**src/labp_pkg.sv**
```systemverilog
// ----------------------------------------------------------------------------
// labp_pkg
// Widths, blend constants and shared types of the alpha blend pixel block.
// ----------------------------------------------------------------------------
package labp_pkg;

   localparam int ChanW    = 8;
   localparam int NumLanes = 3;
   localparam int PixW     = 32;
   localparam int ColorW   = NumLanes * ChanW;
   localparam int OpacityW = 7;
   localparam int WeightW  = 15;

   localparam logic [OpacityW-1:0] OpacityReset = 7'd100;
   localparam logic [OpacityW-1:0] OpacityFull  = 7'd100;
   localparam logic [ChanW-1:0]    TranspFull   = 8'hFF;
   localparam logic [ChanW-1:0]    TranspNone   = 8'h00;
   localparam logic [ChanW-1:0]    ChanMax      = 8'hFF;

   // Blend denominator: 100 percent times 255 transparency steps.
   localparam logic [14:0] BlendDen  = 15'd25500;
   // floor(2^32 / 25500); the quotient estimate is low by at most one.
   localparam logic [17:0] RecipMul  = 18'd168430;
   localparam int          RecipShift = 32;
   // 256 * 25500: any numerator at or above this clamps to full scale.
   localparam logic [22:0] SatLimit  = 23'd6528000;

   typedef enum logic [1:0] {
      MODE_BLEND,
      MODE_PASS,
      MODE_COPY
   } labp_mode_type;

   typedef struct packed {
      logic s1;
      logic s2;
      logic s3;
      logic s4;
   } labp_stage_en_type;

endpackage

```
**src/labp_lane.sv**
```systemverilog
// ----------------------------------------------------------------------------
// labp_lane
// Four-stage blend of one 8-bit color channel: weighted difference, sum,
// reciprocal quotient estimate, then correction and clamp.
// ----------------------------------------------------------------------------
module labp_lane (
   input  logic                         clock,
   input  labp_pkg::labp_stage_en_type  stage_en,
   input  logic [7:0]                   dest_chan,
   input  logic [7:0]                   ovl_chan,
   input  logic [14:0]                  weight,
   output logic [7:0]                   blend_chan
);
   import labp_pkg::*;

   logic signed [8:0]  diff;
   logic signed [24:0] prod_in;
   logic [22:0]        base_in;
   logic signed [24:0] prod_ff;
   logic [22:0]        base_ff;

   logic signed [24:0] num_in;
   logic signed [24:0] num_ff;

   logic               neg_in;
   logic               sat_in;
   logic [39:0]        recip_prod;
   logic [7:0]         qest_in;
   logic               neg_ff;
   logic               sat_ff;
   logic [7:0]         qest_ff;
   logic [22:0]        numlow_ff;

   logic [22:0]        qden;
   logic [22:0]        rem;
   logic               bump;
   logic [7:0]         quot;
   logic [7:0]         blend_in;
   logic [7:0]         blend_ff;

   // Stage 1: (o - d) * weight and d * 25500.
   assign diff    = $signed({1'b0, ovl_chan}) - $signed({1'b0, dest_chan});
   assign prod_in = diff * $signed({1'b0, weight});
   assign base_in = {15'd0, dest_chan} * {8'd0, BlendDen};

   // Stage 2: full numerator.
   assign num_in = $signed({2'b00, base_ff}) + prod_ff;

   // Stage 3: range checks and quotient estimate by reciprocal.
   assign neg_in     = num_ff[24];
   assign sat_in     = !num_ff[24] && (num_ff[23:0] >= {1'b0, SatLimit});
   assign recip_prod = {17'd0, num_ff[22:0]} * {22'd0, RecipMul};
   assign qest_in    = recip_prod[RecipShift+ChanW-1:RecipShift];

   // Stage 4: the estimate may be one short; fix it with the remainder.
   assign qden = {15'd0, qest_ff} * {8'd0, BlendDen};
   assign rem  = numlow_ff - qden;
   assign bump = rem >= {8'd0, BlendDen};
   assign quot = qest_ff + {7'd0, bump};

   always_comb begin
      if (neg_ff) begin
         blend_in = '0;
      end else if (sat_ff) begin
         blend_in = ChanMax;
      end else begin
         blend_in = quot;
      end
   end

   always_ff @(posedge clock) begin
      if (stage_en.s1) begin
         prod_ff <= prod_in;
         base_ff <= base_in;
      end
      if (stage_en.s2) begin
         num_ff <= num_in;
      end
      if (stage_en.s3) begin
         neg_ff    <= neg_in;
         sat_ff    <= sat_in;
         qest_ff   <= qest_in;
         numlow_ff <= num_ff[22:0];
      end
      if (stage_en.s4) begin
         blend_ff <= blend_in;
      end
   end

   assign blend_chan = blend_ff;

endmodule

```
**src/labp_merge.sv**
```systemverilog
// ----------------------------------------------------------------------------
// labp_merge
// Combines the three lane results with the pass-through and copy cases
// into the output pixel word.
// ----------------------------------------------------------------------------
module labp_merge (
   input  labp_pkg::labp_mode_type  mode,
   input  logic [31:0]              dest_pixel,
   input  logic [23:0]              ovl_color,
   input  logic [23:0]              blend_color,
   output logic [31:0]              result_pixel
);
   import labp_pkg::*;

   always_comb begin
      case (mode)
         MODE_PASS:  result_pixel = dest_pixel;
         MODE_COPY:  result_pixel = {8'd0, ovl_color};
         MODE_BLEND: result_pixel = {8'd0, blend_color};
         default:    result_pixel = {8'd0, blend_color};
      endcase
   end

endmodule

```
**src/logo_alpha_blend_pixel.sv**
```systemverilog
// ----------------------------------------------------------------------------
// logo_alpha_blend_pixel
// Blends an overlay pixel onto a destination pixel with per-pixel
// transparency and a global opacity, one lane per color channel.
//
//   Channel | Direction | Handshake            | Payload
//   --------+-----------+----------------------+-------------------------------
//   req     | in        | req_valid/req_stall  | req_dest_pixel, req_overlay_pixel
//   rsp     | out       | rsp_valid/rsp_stall  | rsp_result_pixel
//   csr     | in        | csr_wr_en            | csr_wr_data (opacity percent)
//
// One beat is taken every clock while req_stall is low; each accepted beat
// passes through the input stage, the four lane stages (weight product,
// sum, reciprocal multiply, correction) and the output register.
// Each stage advances whenever the one after it is empty or moving, so
// bubbles close up while the output is stalled.
// Reset clears all valid flags and sets the opacity to 100 percent.
// ----------------------------------------------------------------------------
module logo_alpha_blend_pixel (
   input  logic        clock,
   input  logic        reset,
   input  logic        req_valid,
   output logic        req_stall,
   input  logic [31:0] req_dest_pixel,
   input  logic [31:0] req_overlay_pixel,
   output logic        rsp_valid,
   input  logic        rsp_stall,
   output logic [31:0] rsp_result_pixel,
   input  logic        csr_wr_en,
   input  logic [6:0]  csr_wr_data
);
   import labp_pkg::*;

   localparam int NumStages = 5;

   logic [OpacityW-1:0]  csr_opacity_percent_ff;

   logic [NumStages-1:0] valid_ff;
   logic [NumStages:0]   ready;
   logic                 rsp_valid_ff;
   logic [PixW-1:0]      rsp_result_pixel_ff;

   logic [PixW-1:0]      dest_pipe_ff  [NumStages];
   logic [ColorW-1:0]    color_pipe_ff [NumStages];
   labp_mode_type        mode_pipe_ff  [NumStages];
   logic [WeightW-1:0]   weight_ff;

   logic [ChanW-1:0]     transp;
   logic [ChanW-1:0]     transp_inv;
   logic [WeightW-1:0]   weight_in;
   labp_mode_type        mode_in;

   labp_stage_en_type    stage_en;
   logic [ColorW-1:0]    blend_color;
   logic [PixW-1:0]      merged_pixel;

   assign transp     = req_overlay_pixel[31:24];
   assign transp_inv = ~transp;
   assign weight_in  = {8'd0, csr_opacity_percent_ff} * {7'd0, transp_inv};

   always_comb begin
      if (transp == TranspFull) begin
         mode_in = MODE_PASS;
      end else if (csr_opacity_percent_ff == OpacityFull && transp == TranspNone) begin
         mode_in = MODE_COPY;
      end else begin
         mode_in = MODE_BLEND;
      end
   end

   // A stage may load when it is empty or its content moves on.
   assign ready[NumStages] = !rsp_valid_ff || !rsp_stall;
   for (genvar k = 0; k < NumStages; k++) begin : g_ready
      assign ready[k] = !valid_ff[k] || ready[k+1];
   end

   assign req_stall = !ready[0];

   assign stage_en.s1 = ready[1];
   assign stage_en.s2 = ready[2];
   assign stage_en.s3 = ready[3];
   assign stage_en.s4 = ready[4];

   always_ff @(posedge clock) begin
      if (reset) begin
         csr_opacity_percent_ff <= OpacityReset;
         valid_ff               <= '0;
         rsp_valid_ff           <= 1'b0;
      end else begin
         if (csr_wr_en) begin
            csr_opacity_percent_ff <= csr_wr_data;
         end
         if (ready[0]) begin
            valid_ff[0] <= req_valid;
         end
         for (int k = 1; k < NumStages; k++) begin
            if (ready[k]) begin
               valid_ff[k] <= valid_ff[k-1];
            end
         end
         if (ready[NumStages]) begin
            rsp_valid_ff <= valid_ff[NumStages-1];
         end
      end
   end

   always_ff @(posedge clock) begin
      if (ready[0]) begin
         dest_pipe_ff[0]  <= req_dest_pixel;
         color_pipe_ff[0] <= req_overlay_pixel[ColorW-1:0];
         mode_pipe_ff[0]  <= mode_in;
         weight_ff        <= weight_in;
      end
      for (int k = 1; k < NumStages; k++) begin
         if (ready[k]) begin
            dest_pipe_ff[k]  <= dest_pipe_ff[k-1];
            color_pipe_ff[k] <= color_pipe_ff[k-1];
            mode_pipe_ff[k]  <= mode_pipe_ff[k-1];
         end
      end
      if (ready[NumStages]) begin
         rsp_result_pixel_ff <= merged_pixel;
      end
   end

   for (genvar g = 0; g < NumLanes; g++) begin : g_lane
      labp_lane u_lane (
         .clock      (clock),
         .stage_en   (stage_en),
         .dest_chan  (dest_pipe_ff[0][g*ChanW +: ChanW]),
         .ovl_chan   (color_pipe_ff[0][g*ChanW +: ChanW]),
         .weight     (weight_ff),
         .blend_chan (blend_color[g*ChanW +: ChanW])
      );
   end

   labp_merge u_merge (
      .mode         (mode_pipe_ff[NumStages-1]),
      .dest_pixel   (dest_pipe_ff[NumStages-1]),
      .ovl_color    (color_pipe_ff[NumStages-1]),
      .blend_color  (blend_color),
      .result_pixel (merged_pixel)
   );

   assign rsp_valid        = rsp_valid_ff;
   assign rsp_result_pixel = rsp_result_pixel_ff;

endmodule

```
**config.mk**
```make
export PLATFORM = sky130hd
export DESIGN_NAME = logo_alpha_blend_pixel
export DESIGN_NICKNAME = d
export VERILOG_FILES = /design/src/labp_pkg.sv /design/src/labp_lane.sv /design/src/labp_merge.sv /design/src/logo_alpha_blend_pixel.sv
export SDC_FILE = /design/constraint.sdc
export NUM_CORES = 2
export LEC_CHECK = 0
export ABC_AREA = 1
export BUFFER_PORTS_ARGS = -buffer_cell sky130_fd_sc_hd__buf_2
export CAP_MARGIN = 20
export CORE_AREA = 2 2 365 367
export DETAILED_ROUTE_END_ITERATION = 10
export DIE_AREA = 0 0 367 369
export GPL_TIMING_DRIVEN = 1
export HOLD_SLACK_MARGIN = 0.08
export PLACE_DENSITY = 0.9
export RECOVER_POWER = 25
export SLEW_MARGIN = 5
export SYNTH_ARGS = -nofsm -noshare
export SYNTH_HDL_FRONTEND = slang
export SYNTH_SLANG_ARGS = --single-unit
```
**constraint.sdc**
```tcl
create_clock -name clock -period 15.7 [get_ports clock]
set_clock_uncertainty 0.15 [all_clocks]
set_input_delay 1.57 -clock clock [delete_from_list [all_inputs] [get_ports clock]]
set_output_delay 1.57 -clock clock [all_outputs]
set_load 0.01 [all_outputs]
```
**Yosys cells after proc, flatten, opt, wreduce, memory -nomap -nowiden**

Memories as Yosys holds them, arrays and structs flattened.
Cells that the tools add are included.

- Register bits after elaboration: 396
- Latch bits: 0
- Bits in writable memories: 290
- Memory bits (read-only): 0
- Input bits: 76
- Word-level logic and storage cells: 110
- Memories kept: 3

- Add/sub/neg operators: 12
- $mul: 13
- Divide/modulo/power cells: 0
- Order comparisons: 6
- Eq/ne operators: 4
- Shift-type cells: 0
- Muxes and demuxes: 16
- Bitwise gates (word level): 1
- Reductions and logical operators: 22

Memory list:

| memory | words | bits a word | read ports | clocked after Yosys merged registers in | wr ports | RTL line | text |
|---|---|---|---|---|---|---|---|
| dest_pipe_ff | 5 | 32 | 5 | 0 | 5 | logo_alpha_blend_pixel.sv:43 | `logic [PixW-1:0] dest_pipe_ff [NumStages];` |
| color_pipe_ff | 5 | 24 | 5 | 0 | 5 | logo_alpha_blend_pixel.sv:44 | `logic [ColorW-1:0] color_pipe_ff [NumStages];` |
| mode_pipe_ff | 5 | 2 | 5 | 0 | 5 | logo_alpha_blend_pixel.sv:45 | `labp_mode_type mode_pipe_ff [NumStages];` |

Operators with widths:

| kind | count |
|---|---|
| $mul A8 B13 Y21 const B | 6 |
| $mul A23 B17 Y39 const B | 3 |
| $add A24 B25 Y25 | 3 |
| $mul A9 B16 Y25 | 3 |
| $ge A24 B23 Y1 const B | 3 |
| $ge A23 B15 Y1 const B | 3 |
| $sub A23 B23 Y23 | 3 |
| $pmux W32 S2 | 1 |
| $sub A8 B8 Y9 | 3 |
| $add A8 B1 Y8 | 3 |
| $mux W8 | 3 |
| $mul A7 B8 Y15 | 1 |
| $logic_not A1 Y1 | 11 |
| $mux W1 | 10 |
| $eq A8 B8 Y1 const B | 1 |
| $logic_not A8 Y1 | 1 |
| $not A8 Y8 | 1 |
| $eq A7 B7 Y1 const B | 1 |
| $logic_or A1 B1 Y1 | 6 |
| $logic_and A1 B1 Y1 | 4 |
| $mux W2 | 2 |
| $eq A2 B1 Y1 const B | 1 |
| $eq A2 B2 Y1 const B | 1 |

**Depth between registers and ports, before layout**

- Depth after elaboration: 9
- Gate-level depth with buffers: 41
- Depth with buffers taken out: 41

**By module**

From an unflattened synthesis, not the netlist that was laid out.

- Cells, all modules: 8371
- Area, all modules: 78795.6 µm²

By module, submodules not included:

| module | times used | cells an instance | area each (µm²) | seq. area each (µm²) |
|---|---|---|---|---|
| labp_lane at g_lane[1].u_lane | 1 | 2522 | 21869.7 | 3303.2 |
| labp_lane at g_lane[0].u_lane | 1 | 2526 | 21799.7 | 3303.2 |
| labp_lane at g_lane[2].u_lane | 1 | 2510 | 21780.9 | 3303.2 |
| logo_alpha_blend_pixel | 1 | 682 | 12579.6 | 10380.0 |
| labp_merge | 1 | 131 | 765.7 | 0.0 |

**Least setup slack after synthesis**

No wires, ideal clock.

- Path kind: input -> register
- Start: input rsp_stall
- End: memory color_pipe_ff[0][0] in the netlist's numbering, enable pin
- Arrival time: 16.211 ns
- Data required time: 15.124 ns
- Path slack: -1.087 ns
- Stages: 11
- Path buffers: 0
- Cells stage by stage: nand2_1 nor2_1 inv_1 nor2_1 inv_1 nor2_1 inv_1 nor2_1 inv_1 nor2_1 inv_1

RTL lines:

| item | RTL line | text |
|---|---|---|
| start: declaration | logo_alpha_blend_pixel.sv:27 | `input logic rsp_stall,` |
| end: declaration | logo_alpha_blend_pixel.sv:44 |  |

==> key figures <==
Run status
  – Outcome: complete, no violations

Cells and area
  – Nets: between 10,000 and 15,000
  – Syn-to-layout area delta: 6.58%
  – Multi-input logic area: 50,400 sq um
  – FF+latch area: between 20,000 and 25,000 sq um
  – Post-Layout Cell Count: between 10,000 and 15,000
  – Number of fill cells: between 10,000 and 15,000
  – Layout cells sized above 1: ~3.8%

Timing
  – Highest clock rate: 0.139 GHz
  – Slew HR: a little under a quarter
  – Final worst setup slack: ~8.5 ns
  – Fin crit share: between 40% and 50%
  – Final hold vios: 0
  – Max-slew violations: 0
  – Final Critical Period: slightly above 7 ns
  – Worst slew pin tran: 1.16 ns
  – Finish-stage setup viols: 0
  – RSZ-0062 raised after global routing: false
  – Setup_tns: 0 ns

Route
  – # DRC: 0
  – DR WL/cell: between 15 and 20 um
  – Iteration-0 DRC Markers: approximately 5,100
  – DRT Pass-1 Iters: 8
  – Via Count: just under 60,000
  – Via density per instance: 5.65
  – Final wirelength: between 200,000 and 250,000 um
  – Antenna Nets Post-Route: 0

Floorplan
  – Core area: approximately 130,000 sq um
  – Die W: roughly 370 um
  – Die H: roughly 370 um
  – Die footprint: approximately 140,000 sq um
  – Initial Util: roughly 60%
  – I/O Pins: 110
  – Site Rows: approximately 130

Setup path
  – Most used cell, CP: nor2_1
  – Critical Path Fanout Max: 96
  – Slowest stage delay, CP: 0.72 ns
  – CP Class: input pin to primary output
  – CP Capture Type: primary output
  – Cell family with most CP delay: buffers and inverters
  – RR Startpoint: dest_pipe_ff[0][2]$_DFFE_PN_
  – CP Cell Sequence: buf_2, nand2_2, buf_4, nor2_1, inv_4, nor2_1, inv_6, nor2_1, inv_6, nor2_1, clkinvlp_4, nor2_1, buf_2
  – Worst Setup Start Kind: input pin
  – Critical Path RT: 13.98 ns
  – Critical path arrival: approximately 5.5 ns
  – Critical Path Source: rsp_stall
  – Slowest-stage cell, CP: inv_6
  – Bufs and invs on worst path: 7

Synth
  – Syn Inst Count: 8,342
  – Synth Area in Compound Gates: about 6.5%
  – Top-count cell post-synth: inv_1
  – Yosys top cell area share: between 20 and 30%
  – Netlist Area Pre-Place: between 70,000 and 80,000 sq um
  – Register area share after synthesis: between 20% and 30%
  – Unique masters post-synth: 53
  – Syn. warnings: 0
  – Yosys reg bits: 681
  – Mux share of post-synthesis cell area: 0%
  – Number of enable flip-flop cells after synthesis: around 670
  – Main synth FF type: edfxtp_1
  – Syn nets: around 11,000
  – Mean Syn Cell Area: between 9 and 10 sq um
  – Synth top cells by count: 1,982 x inv_1, 1,244 x nand2_1, 1,223 x ha_1
  – Largest family of logic cells by synthesized area: adder cells
  – Synthesized-area fraction occupied by adder cells: between 40% and 50%
  – Largest cells by area after synthesis: edfxtp_1 26%, fa_1 23%, ha_1 19%
  – Synth area leader: edfxtp_1
  – Simple-gate share of the synthesized area: between 10% and 20%
  – Synth Area in XOR/XNOR: about 3.1%
  – Post-synth ARST share: 0%

GRT
  – Aggregate global-route resource usage: 30.2%
  – Antenna violations before repair: 21
  – First-pass GRT wire length: 321,000 um
  – Total grt overflow: 0
  – Vias in the first global route: about 61,000
  – Largest net degree at the start of global routing: around 170

Clock tree
  – Post-CTS setup buffer count: 0
  – Clock buffer depth: 3
  – Clk slew on worst S/H paths: approximately 0.060 ns
  – Worst-skew pair later-pin latency: 0.71 ns
  – Root Buffer: clkbuf_16
  – Cells resized by post-CTS repair: 0
  – Total CTS buffers: 76
  – # H-tree levels: 3
  – Clock sinks: between 600 and 700
  – Hold Buf Count CTS: 0
  – CTS tree: yes

Placed design
  – DP Wirelength: around 160,000 um
  – Final Wtd Congestion: 0.987
  – Dpl ws: ~8.5 ns
  – Inst Count DP: 10,100
  – I/O Buffers: ~110

Hold path
  – Hold crit path type: flip-flop to flip-flop
  – Hold wc startpoint: color_pipe_ff[0][80]$_DFFE_PP_

Job
  – Max-cap violations: 0
cell usage in the layout, fill, tap and decap left out, types with 18 or more instances in the layout:
cell / instances
a21o_1: 43
nand3_1: 239
buf_2: 100
ha_1: 1222
edfxtp_1: 668
o21ai_0: 210
clkbuf_16: 77
nand2_1: 1243
xor2_1: 176
a21oi_1: 495
a31oi_1: 25
inv_1: 1977
fa_1: 902
clkbuf_1: 20
xnor2_1: 98
or2_2: 19
o21bai_1: 27
nand3b_1: 18
nand3_2: 20
nand4_1: 81
buf_4: 22
nor3_1: 62
nor4_1: 20
nor2_1: 543
per-layer routing:
metal / up-vias / GRT usage (%) / part of all wire, %
li1: 26900 / - / -
met5: - / 0 / 0.041
met1: 28100 / 38.4 / 39
met2: 2576 / 51.0 / 48
met4: 14 / 13.0 / 4.8
met3: 576 / 5.24 / 8.1
through the flow:
stage          util, %  instance area (sq um)  hold WS (ns)
2_1_floorplan        -                  78600         0.250
3_3_place_gp      61.9                  81100         0.250
3_5_place_dp      61.9                  81100         0.255
4_1_cts           63.9                  83700         0.246
5_1_grt           63.8                  83700         0.260
6_report          63.8                  83700         0.253
worst reg2reg max path, cell delays in order, from the launching register on:
cell      delay, ns
edfxtp_1       0.54
inv_1          0.17
ha_1           0.38
a21oi_1        0.16
nand2_1        0.11
a21oi_2        0.15
o21ai_2        0.09
nand2_2        0.08
nand2_2        0.05
a21oi_2        0.17
or2_1          0.54
nand3_1        0.21
fa_1           0.52
fa_1           0.50
inv_1          0.06
fa_1           0.45
fa_1           0.49
inv_1          0.05
fa_1           0.49
inv_1          0.04
ha_1           0.34
nand2_1        0.14
nor2_1         0.07
a21oi_1        0.24
inv_1          0.07
a21oi_1        0.29
o21ai_0        0.17
xor2_1         0.17
state kept, by name, summed over array words and instances (netlist names):
name	cells
valid_ff	5
g_lane.u_lane.base_ff	63
g_lane.u_lane.neg_ff	3
g_lane.u_lane.prod_ff	75
g_lane.u_lane.numlow_ff	67
g_lane.u_lane.qest_ff	24
color_pipe_ff	120
g_lane.u_lane.sat_ff	3
rsp_result_pixel	32
csr_opacity_percent_ff	7
dest_pipe_ff	157
weight_ff	15
rsp_valid	1
g_lane.u_lane.num_ff	75
g_lane.u_lane.blend_chan	24
mode_pipe_ff	10
path summary, 6_finish.rpt:
kind	slack (ns)	cells after the start	endpoint
hold / removal	0.25	0	color_pipe_ff[0][104]$_DFFE_PP_
setup reg to reg	8.51	27	g_lane[0].u_lane.prod_ff[18]$_DFFE_PP_
setup / recovery	8.50	13	req_stall
hold reg to reg	0.25	0	color_pipe_ff[0][104]$_DFFE_PP_
cell type report:
cell class                 count  share of cell area (%)
multi-input combinational   5590                    60.2
clock buffer                  85                    2.34
sequential                   681                    24.3
tap                         1755                    2.62
timing repair buffer         135                   0.873
antenna                        3                 0.00897
clock inverter                53                   0.777
inverter                    1987                    8.93
kinds of logic (layout without fill, tap and decap cells):
logic type / after synthesis / after routing
other: 0 / 3
and+or+nand+nor: 2270 / 2270
DFF: 681 / 681
adders and majority gates: 2125 / 2125
AOI/OAI and AO/OA: 921 / 921
xor gates and xnor gates: 274 / 274
buffers and inverters: 2071 / 2260
Power is not shown: default switching activity piles up to over one toggle a cycle in this logic, so the estimate is an artifact.
